<file path="src/sv/assert_macros.svh">
// Assertion macros for the modules that check their own logic.
`ifndef ASSERT_MACROS_SVH
`define ASSERT_MACROS_SVH

// Checks prop at every rising clock edge outside reset.
`define KCH_ASSERT(label, prop, msg) \
   label: assert property (@(posedge clock) disable iff (reset) prop) else $error(msg);

// Checks that cons holds in the cycle in which ante holds.
`define KCH_ASSERT_IMPL(label, ante, cons, msg) \
   label: assert property (@(posedge clock) disable iff (reset) (ante) |-> (cons)) \
      else $error(msg);

`endif

</file>
<file path="src/sv/kch_pkg.sv">
// Types and constants of the cluster head selection block.
`timescale 1ns / 1ps

package kch_pkg;

   localparam int COORD_W = 16;
   localparam int DIFF_W  = COORD_W + 1;
   localparam int DIST_W  = 2 * DIFF_W;
   localparam int ROOT_W  = DIST_W / 2;
   localparam int COST_W  = 24;

   localparam logic [1:0] CSR_HEAD_COUNT = 2'd0;
   localparam logic [1:0] CSR_PASS_LIMIT = 2'd1;

   localparam logic [3:0] HEAD_COUNT_RESET = 4'd4;
   localparam logic [7:0] PASS_LIMIT_RESET = 8'd255;

   typedef struct packed {
      logic signed [COORD_W-1:0] x_coord;
      logic signed [COORD_W-1:0] y_coord;
      logic                      last_node;
   } req_type;

   typedef struct packed {
      logic [5:0] node_index;
      logic [2:0] cluster_index;
      logic [5:0] head_node;
      logic       is_head;
      logic       failed;
      logic       last;
   } rsp_type;

   typedef struct packed {
      logic [COORD_W-1:0] a_x;
      logic [COORD_W-1:0] a_y;
      logic [COORD_W-1:0] b_x;
      logic [COORD_W-1:0] b_y;
   } pair_type;

   typedef enum logic [4:0] {
      S_LOAD,
      S_START,
      S_SEED_RD,
      S_SEED_WR,
      S_ASG_RD,
      S_ASG_DIST,
      S_ASG_WAIT,
      S_ASG_WR,
      S_UPD_INIT,
      S_UPD_RD_I,
      S_UPD_CHK_I,
      S_UPD_RD_J,
      S_UPD_CHK_J,
      S_UPD_WAIT,
      S_UPD_SQRT,
      S_UPD_NEXT_J,
      S_UPD_NEXT_I,
      S_PASS_END,
      S_DUP,
      S_OUT_RD,
      S_OUT,
      S_FAIL
   } state_type;

endpackage

</file>
<file path="src/sv/kch_isqrt.sv">
// Iterative floor square root, one result bit per cycle.
`timescale 1ns / 1ps

module kch_isqrt (
   input  logic                          clock,
   input  logic                          reset,
   input  logic                          start,
   input  logic [kch_pkg::DIST_W-1:0]    value,
   output logic                          done,
   output logic [kch_pkg::ROOT_W-1:0]    root
);

   localparam logic [kch_pkg::DIST_W-1:0] BIT_INIT =
      {2'b01, {(kch_pkg::DIST_W-2){1'b0}}};

   logic                          busy_ff, busy_in;
   logic [kch_pkg::DIST_W-1:0]    rem_ff, rem_in;
   logic [kch_pkg::DIST_W-1:0]    res_ff, res_in;
   logic [kch_pkg::DIST_W-1:0]    bit_ff, bit_in;
   logic [kch_pkg::DIST_W-1:0]    trial;

   always_comb begin
      trial   = res_ff + bit_ff;
      busy_in = busy_ff;
      rem_in  = rem_ff;
      res_in  = res_ff;
      bit_in  = bit_ff;
      if (start) begin
         busy_in = 1'b1;
         rem_in  = value;
         res_in  = '0;
         bit_in  = BIT_INIT;
      end else if (busy_ff) begin
         if (bit_ff == '0) begin
            busy_in = 1'b0;
         end else begin
            if (rem_ff >= trial) begin
               rem_in = rem_ff - trial;
               res_in = (res_ff >> 1) + bit_ff;
            end else begin
               res_in = res_ff >> 1;
            end
            bit_in = bit_ff >> 2;
         end
      end
   end

   always_ff @(posedge clock) begin
      if (reset) begin
         busy_ff <= 1'b0;
      end else begin
         busy_ff <= busy_in;
      end
   end

   always_ff @(posedge clock) begin
      rem_ff <= rem_in;
      res_ff <= res_in;
      bit_ff <= bit_in;
   end

   assign done = busy_ff && (bit_ff == '0);
   assign root = res_ff[kch_pkg::ROOT_W-1:0];

endmodule

</file>
<file path="config.mk">
export PLATFORM = sky130hd
export DESIGN_NAME = kch_isqrt
export DESIGN_NICKNAME = d
export VERILOG_FILES = /design/src/sv/assert_macros.svh /design/src/sv/kch_pkg.sv /design/src/sv/kch_isqrt.sv
export SDC_FILE = /design/constraint.sdc
export NUM_CORES = 1
export LEC_CHECK = 0
export ABC_AREA = 1
export BUFFER_PORTS_ARGS = -buffer_cell sky130_fd_sc_hd__buf_4
export CORE_UTILIZATION = 30
export CTS_CLUSTER_DIAMETER = 120
export DETAILED_ROUTE_END_ITERATION = 8
export PLACE_DENSITY = 0.57
export SLEW_MARGIN = 10
export SYNTH_ARGS = -nofsm -noshare
export SYNTH_HDL_FRONTEND = slang
export SYNTH_SLANG_ARGS = --single-unit
export TNS_END_PERCENT = 50
</file>
<file path="constraint.sdc">
create_clock -name clock -period 5.25 [get_ports clock]
set_clock_uncertainty 0.05 [all_clocks]
set_input_delay 0.525 -clock clock [delete_from_list [all_inputs] [get_ports clock]]
set_output_delay 0.525 -clock clock [all_outputs]
set_load 0.02 [all_outputs]
</file>
==> impl_metrics.json <==
{
  "first_global_vias": 9304,
  "setup_tns_ps": 0,
  "drc": 0,
  "period_share_pct": 85.7,
  "maxSlewHeadroom_pct": 61.4,
  "cp_data_arrival_time_ps": 4500,
  "grt_max_degree": 42,
  "syn_to_final_growth_pct": 10.9,
  "die_w_um": 178,
  "async_reset_ff_share_pct": 0,
  "ctsResizeCount": 0,
  "rr_worst_depth": 23,
  "tightestPinTransition_ps": 574,
  "clock_sinks": 86,
  "antenna_found_initial": 0,
  "syn_avg_cell_area_um2": 6.00,
  "synth_seq_area_share_pct": 22.2,
  "syn_nets": 1657,
  "ys_top_cells_by_count": "nand2_1, inv_1, nand3_1",
  "clk_latency_ps": 360,
  "critPathKind": "reg2reg",
  "min_from": "reset",
  "synth_warnings": 0,
  "yosysTopAreaCell": "nand2_1",
  "synth_edf_count": 34,
  "synth.most_common_cell": "nand2_1",
  "num-nets-final": 1686,
  "critPathMaxFanout": 41,
  "die_area_um2": 31700,
  "utilization_pct": 33.8,
  "grt_pass1_wl_um": 49100,
  "rows": 64,
  "ir_drop_mv": 0.197,
  "die_h_um": 178,
  "synth.top_cell.area_share_pct": 20.1,
  "drt-pass1-iter-count": 5,
  "rsz0062_at_grt": "false",
  "finalPower_mw": 3.72,
  "numCtsBuffers": 9,
  "synth_cell_types": 42,
  "overflow": 0,
  "synth_seq_cells": 86,
  "core_area_um2": 30500,
  "postRouteAntennaNets": 0,
  "routed_wl_um": 30900,
  "worstPathRequired_ps": 5250,
  "p_leak_nw": 4.79,
  "drive_gt1_share_pct": 7.58,
  "min_to": "busy_ff",
  "max_freq_mhz": 222,
  "viasPerCell": 4.95,
  "syn_inst": 1549,
  "clockBufferDepth": 2,
  "post_cts_buffers": 0,
  "detail_route.wl_per_cell_um": 15.6,
  "hp-class": "in2reg",
  "synthFlopType": "dfxtp_1",
  "hold_viol": 0,
  "drt_iter0_markers": 637,
  "regArea_um2": 2060,
  "synthesis.area_um2": 9300,
  "cp-start-kind": "register",
  "num_vias": 9794,
  "r2r-start": "res_ff[12]",
  "place_hpwl_um": 25000,
  "n_antenna_cell": 0,
  "portBuffers": 54,
  "grtUsageTotal_pct": 20.0,
  "start_util_pct": 30.5,
  "slew_viol_final": 0,
  "setup_viol": 0,
  "max_cap_viol_count": 0,
  "htree_levels": 3,
  "critPathCaptureType": "register",
  "r2r-end": "rem_ff[28]",
  "worstHoldPathCells": 2,
  "cts_root_buf": "clkbuf_16",
  "p_per_area_nw_per_um2": 361,
  "run_status": "complete, no violations",
  "layout_min_cycle_time_ps": 4500,
  "ctsHoldBuffers": 0,
  "place_congestion": 0.944,
  "tritoncts": "done",
  "holdWs_ps": 268,
  "multi_input_area_um2": 6080,
  "ioPinCount": 55,
  "synth.area.top_cells": "nand2_1, dfxtp_1, edfxtp_1",
  "fillCellCount": 3379,
  "r2r_slack_ps": 750,
  "cts.clk_slew.worst_paths_ps": 80
}
critical path, stage by stage (launching register included):
cell and delay [ps]:
dfxtp_1 430, ha_1 410, nand2_1 80, o21ai_0 380, nand2_1 160, o21ai_0 110
o21bai_1 230, nand2_1 120, nor2_1 150, nor2_1 60, nand2_1 70, nand2_1 50
ha_1 360, nand2_1 120, nor2_2 150, inv_2 50, nor2_2 110, nand2_1 120
nor2_4 170, nor2_8 60, nand2_8 230, nand2_1 90, nand2_1 120, buf_12 230
stage by stage:
step	std cells	area [um^2]	setup slack, ps
2_1_floorplan	1549	9300	1120
3_3_place_gp	1963	10000	823
3_5_place_dp	1963	10000	862
4_1_cts	1979	10300	829
5_1_grt	1979	10300	358
6_report	1979	10300	750
worst max-delay path by stage:
stage | from | end | slack, ps | depth (start not counted)
2_1_floorplan | bit_ff[12] | rem_ff[0] | 1120 | 23
3_3_place_gp | res_ff[12] | rem_ff[30] | 820 | 23
3_5_place_dp | res_ff[12] | rem_ff[29] | 860 | 23
4_1_cts | res_ff[12] | rem_ff[12] | 830 | 23
5_1_grt | res_ff[12] | rem_ff[30] | 360 | 23
6_report | res_ff[12] | rem_ff[28] | 750 | 23
state kept, by name, summed over array words and instances, names as in the netlist:
register / flops
busy_ff: 1
res_ff: 34
bit_ff: 17
rem_ff: 34
layout by cell type (no fill, tap or decap), drive strengths merged, types with 6 or more instances in the layout:
cell    count
nor2      127
nand2     508
nand4      15
buf        66
nand3b      8
o21ai      83
edfxtp     34
dfxtp      52
ha         70
inv       230
xnor2      21
clkbuf      9
o22ai      18
nor4        6
or2         9
a21oi      82
nor3       24
xor2       22
nand3     169
o21bai     12
kinds of logic after synthesis:
family | Yosys count | share of synthesized area [%]
buf+inv | 277 | 12.4
fa+ha+maj | 71 | 9.64
xor+xnor | 43 | 4.05
flops | 86 | 22.2
compound gates | 204 | 11.9
simple gates | 868 | 39.9
final cells by class:
cell class / instances / share of cell area [%]
Sequential cell: 86 / 20.0
Multi-Input combinational cell: 1186 / 59.0
Inverter: 229 / 8.34
Clock buffer: 9 / 2.18
Tap cell: 396 / 4.80
Timing Repair Buffer: 66 / 4.93
Clock inverter: 7 / 0.789
power breakdown:
group | internal (mW) | switching [mW]
Sequential | 0.851 | 0.125
Clock | 0.377 | 0.328
Combinational | 0.702 | 1.34
per-layer routing:
metal,up-vias,share of wire (%),global-route usage (%)
li1,5052,-,-
met2,249,46,33.7
met3,31,4.3,2.02
met1,4462,47,27.1
met5,-,0,0
met4,0,2.0,5.20
Note: power is estimated with default switching activity, not from simulation.
