[config.mk]
export PLATFORM = sky130hd
export DESIGN_NAME = kch_dist
export DESIGN_NICKNAME = d
export VERILOG_FILES = /design/src/sv/assert_macros.svh /design/src/sv/kch_pkg.sv /design/src/sv/kch_dist.sv
export SDC_FILE = /design/constraint.sdc
export NUM_CORES = 2
export LEC_CHECK = 0
export ABC_AREA = 1
export BUFFER_PORTS_ARGS = -buffer_cell sky130_fd_sc_hd__buf_2
export CAP_MARGIN = 0
export CORE_MARGIN = 8
export CORE_UTILIZATION = 45
export DETAILED_ROUTE_END_ITERATION = 7
export SLEW_MARGIN = 20
export SYNTH_ARGS = -nofsm -noshare
export SYNTH_HDL_FRONTEND = slang
export SYNTH_SLANG_ARGS = --single-unit
export TNS_END_PERCENT = 10
[constraint.sdc]
create_clock -name clock -period 6.7 [get_ports clock]
set_input_delay 0.335 -clock clock [delete_from_list [all_inputs] [get_ports clock]]
set_output_delay 0.335 -clock clock [all_outputs]
set_load 0.1 [all_outputs]
[src/sv/assert_macros.svh]
// Assertion macros for the modules that check their own logic.
`ifndef ASSERT_MACROS_SVH
`define ASSERT_MACROS_SVH

// Checks prop at every rising clock edge outside reset.
`define KCH_ASSERT(label, prop, msg) \
   label: assert property (@(posedge clock) disable iff (reset) prop) else $error(msg);

// Checks that cons holds in the cycle in which ante holds.
`define KCH_ASSERT_IMPL(label, ante, cons, msg) \
   label: assert property (@(posedge clock) disable iff (reset) (ante) |-> (cons)) \
      else $error(msg);

`endif

[src/sv/kch_pkg.sv]
// Types and constants of the cluster head selection block.
`timescale 1ns / 1ps

package kch_pkg;

   localparam int COORD_W = 16;
   localparam int DIFF_W  = COORD_W + 1;
   localparam int DIST_W  = 2 * DIFF_W;
   localparam int ROOT_W  = DIST_W / 2;
   localparam int COST_W  = 24;

   localparam logic [1:0] CSR_HEAD_COUNT = 2'd0;
   localparam logic [1:0] CSR_PASS_LIMIT = 2'd1;

   localparam logic [3:0] HEAD_COUNT_RESET = 4'd4;
   localparam logic [7:0] PASS_LIMIT_RESET = 8'd255;

   typedef struct packed {
      logic signed [COORD_W-1:0] x_coord;
      logic signed [COORD_W-1:0] y_coord;
      logic                      last_node;
   } req_type;

   typedef struct packed {
      logic [5:0] node_index;
      logic [2:0] cluster_index;
      logic [5:0] head_node;
      logic       is_head;
      logic       failed;
      logic       last;
   } rsp_type;

   typedef struct packed {
      logic [COORD_W-1:0] a_x;
      logic [COORD_W-1:0] a_y;
      logic [COORD_W-1:0] b_x;
      logic [COORD_W-1:0] b_y;
   } pair_type;

   typedef enum logic [4:0] {
      S_LOAD,
      S_START,
      S_SEED_RD,
      S_SEED_WR,
      S_ASG_RD,
      S_ASG_DIST,
      S_ASG_WAIT,
      S_ASG_WR,
      S_UPD_INIT,
      S_UPD_RD_I,
      S_UPD_CHK_I,
      S_UPD_RD_J,
      S_UPD_CHK_J,
      S_UPD_WAIT,
      S_UPD_SQRT,
      S_UPD_NEXT_J,
      S_UPD_NEXT_I,
      S_PASS_END,
      S_DUP,
      S_OUT_RD,
      S_OUT,
      S_FAIL
   } state_type;

endpackage

[src/sv/kch_dist.sv]
// Three-stage squared Euclidean distance between two points.
`timescale 1ns / 1ps

module kch_dist (
   input  logic                          clock,
   input  logic                          reset,
   input  logic                          start,
   input  kch_pkg::pair_type             pair,
   output logic                          done,
   output logic [kch_pkg::DIST_W-1:0]    sq_dist
);

   logic                                v1_ff, v2_ff, v3_ff;
   logic signed [kch_pkg::DIFF_W-1:0]   dx_ff, dy_ff;
   logic signed [kch_pkg::DIST_W-1:0]   sqx_ff, sqy_ff;
   logic [kch_pkg::DIST_W-1:0]          sum_ff;

   always_ff @(posedge clock) begin
      if (reset) begin
         v1_ff <= 1'b0;
         v2_ff <= 1'b0;
         v3_ff <= 1'b0;
      end else begin
         v1_ff <= start;
         v2_ff <= v1_ff;
         v3_ff <= v2_ff;
      end
   end

   always_ff @(posedge clock) begin
      dx_ff  <= $signed({pair.a_x[kch_pkg::COORD_W-1], pair.a_x})
              - $signed({pair.b_x[kch_pkg::COORD_W-1], pair.b_x});
      dy_ff  <= $signed({pair.a_y[kch_pkg::COORD_W-1], pair.a_y})
              - $signed({pair.b_y[kch_pkg::COORD_W-1], pair.b_y});
      sqx_ff <= dx_ff * dx_ff;
      sqy_ff <= dy_ff * dy_ff;
      sum_ff <= $unsigned(sqx_ff) + $unsigned(sqy_ff);
   end

   assign done    = v3_ff;
   assign sq_dist = sum_ff;

endmodule

==> metrics.md <==
| Metric | Value |
|---|---|
| Clk slew on worst S/H paths | `roughly 0.080 ns` |
| Hold_sp | `reset` |
| Syn nets | `about 4600` |
| Worst path top cell family by delay | `adder cells` |
| Placer Congestion | `just over 0.9` |
| Vias in the first global route | `between 20000 and 25000` |
| Critical Path Source Type | `register` |
| RR Startpoint | `dy_ff[5]` |
| RSZ-0062 raised after global routing | `false` |
| Slew HR | `0.387` |
| Chip Height | `around 270 µm` |
| Status | `complete, no violations` |
| Max-slew violation count | `0` |
| Reg area | `0.00274 mm²` |
| Worst setup EP type | `register` |
| Post-DR vias/cell | `between 4 and 5` |
| Die Wd | `267 µm` |
| Cell taking the most area after synthesis | `fa_1` |
| Grt ovf | `0` |
| Global-route wire length before repair | `109000 µm` |
| Final period util | `0.898` |
| Worst EP arrival | `6.39 ns` |
| Share of the synthesized area in the top cell type | `0.378` |
| Synth-to-Final Area Change | `7.56%` |
| PortBufs | `101` |
| Mapped Cells | `around 3700` |
| Most common cell on crit path | `fa_1` |
| FMAX | `166 MHz` |
| CTS tree | `yes` |
| Number of max-cap violations | `0` |
| CP max FO | `19` |
| Via count | `approximately 21000` |
| HPWL after detailed placement | `56900 µm` |
| CTS Sinks | `approximately 140` |
| Io pins | `approximately 100` |
| Multi-input gate area | `between 0.02 and 0.025 mm²` |
| Clk root buf | `clkbuf_16` |
| CP max-delay cell | `dfxtp_1` |
| Hold depth | `2` |
| Worst r2r dst | `sqy_ff[30]` |
| Most frequent cells in the layout | `inv_1 (1063), nand2_1 (943), fa_1 (534), ha_1 (248), nor2_1 (182)` |
| R2R setup slack | `about 0.68 ns` |
| Seq/Total Area, Yosys | `0.0968` |
| Reg2Reg Depth | `18` |
| Worst EP required | `about 7.1 ns` |
| Clock latency on the worst-skew pair | `0.47 ns` |
| Fill count | `6362` |
| Sum of buffers and inverters on the critical path | `3` |
| CP Cell Sequence | `nand2_1 -> fa_1 -> inv_1 -> fa_1 -> fa_1 -> fa_1 -> fa_1 -> inv_1 -> fa_1 -> inv_1 -> ha_1 -> nand2_1 -> nor2_1 -> nand2_1 -> nor3_1 -> nand2_1 -> nand4_1 -> nand2_1` |
| N_diodes | `0` |
| Final ANT Viol Nets | `0` |
| Initial antenna violation count | `0` |
| Endpoints failing setup | `0` |
| Std-Cell Rows | `92` |
| Setup repair bufs after CTS | `0` |
| Final hold violation count | `0` |
| Total track usage | `0.187` |
| Total number of H-tree levels | `4` |
| Total of warnings raised by yosys | `0` |
| Setup CP Type | `register to register` |
| DR WL/cell | `approximately 14 µm` |
| Ranking of synthesized cells by area | `fa_1 (38%), inv_1 (14%), nand2_1 (12%), ha_1 (11%), dfxtp_1 (9.7%)` |
| TritonRoute pass-1 iters | `5` |
| Clock tree buffer depth | `2` |
| Synthesized flop and latch total | `approximately 140` |
| Min-delay worst type | `primary input to register` |
| Commonest non-fill, non-tap cell in the layout | `inv_1` |
| Largest net degree at the start of global routing | `21` |
| Fin crit period | `roughly 6.0 ns` |
| Least-Margin Pin Slew | `between 0.9 and 1 ns` |
| CP max stage delay | `0.92 ns` |
| Share of cells above drive strength 1 | `0.0546` |
| Hold Path Sink | `v2_ff` |
| Total wire length | `between 60000 and 70000 µm` |
| Core Area | `roughly 0.063 mm²` |
| Cts hold-fix bufs | `0` |
| Setup TNS | `0 ns` |
| Syn avg cell area | `about 7.6 µm²` |
| Clock Skews | `approximately 0.018 ns` |
| CTS buffer count | `17` |
| Nets | `4629` |
| Cts repair resizes | `0` |
| DR DRC count | `0` |
| Area of the mapped netlist | `around 0.028 mm²` |
| Synth cell types | `37` |
| Die area | `about 0.071 mm²` |
| Initial core utilization | `0.452` |
| Initial drt markers | `roughly 1100` |
==> worst register-to-register path: cells and delay by family, from the launching register on <==
kind / cells / cell delay, ns
fa+ha+maj: 7 / 3.71
buf+inv: 3 / 0.16
flops: 1 / 0.92
simple gates: 8 / 1.13
==> synthesized netlist by cell type (all sizes together) <==
cell    count
a21o        5
a21oi     110
a31o        4
a31oi       1
and2        7
and3        2
buf        10
clkbuf     65
dfxtp     137
fa        534
ha        248
inv      1066
nand2     950
nand3     128
nand3b      8
nand4      28
nor2      186
nor3       23
nor4        2
o211ai      1
o21a        1
o21ai      43
o21ba       1
o21bai     28
o31ai       1
or2        12
xnor2      21
xor2       84
==> layout make-up <==
class	instances	area share
well taps	846	0.0348
repair buffers	130	0.0242
inverters	1066	0.131
clock buffers	19	0.0149
multi-input cells	2428	0.699
flip-flops and latches	137	0.0900
clock inverters	13	0.00579
==> flip-flops by register name, indices dropped and copies added, names as in the netlist <==
name,count
sq_dist,34
done,1
dx_ff,17
v2_ff,1
sqx_ff,33
v1_ff,1
sqy_ff,33
dy_ff,17
==> per-layer routing <==
layer  share of wire  track usage  vias up  routed length, µm
met5               0            0        -                  0
met4           0.012       0.0401        0                787
met3           0.031       0.0197       40               1950
met2            0.48        0.320      332              30300
met1            0.48        0.256    10200              30300
li1                -            -    10900                  -
==> worst max path at each step <==
stage | cells after the start | start | slack, ns | endpoint
6_report | 18 | dy_ff[5] | 0.68 | sqy_ff[30]
5_1_grt | 18 | dy_ff[5] | 0.18 | sqy_ff[30]
4_1_cts | 18 | dy_ff[5] | 0.68 | sqy_ff[30]
3_5_place_dp | 18 | dy_ff[5] | 0.68 | sqy_ff[30]
3_3_place_gp | 18 | dy_ff[4] | 0.65 | sqy_ff[19]
2_1_floorplan | 19 | dx_ff[16] | 1.05 | sqx_ff[25]
==> logic make-up after synthesis <==
family	synth area share
adder cells (fa/ha/maj)	0.487
flip-flops	0.0968
AND/OR/NAND/NOR	0.193
XOR/XNOR	0.0325
buffers and inverters	0.151
AO/OA/AOI/OAI	0.0391
==> stage by stage <==
stage,instance area (µm²),utilization,hold WS [ns],cells,setup WS (ns)
finish,30500,0.486,0.0419,4639,0.682
global route,30500,0.486,0.0156,4639,0.182
CTS,30500,0.486,0.00359,4639,0.684
detailed placement,29800,0.476,0.398,4607,0.677
global placement,29800,0.476,0.391,4607,0.648
floorplan,28300,-,0.329,3706,1.05
Power is left out: the tool's default activity adds up to more than one toggle a clock period on the data nets, which glitch-free logic cannot reach.
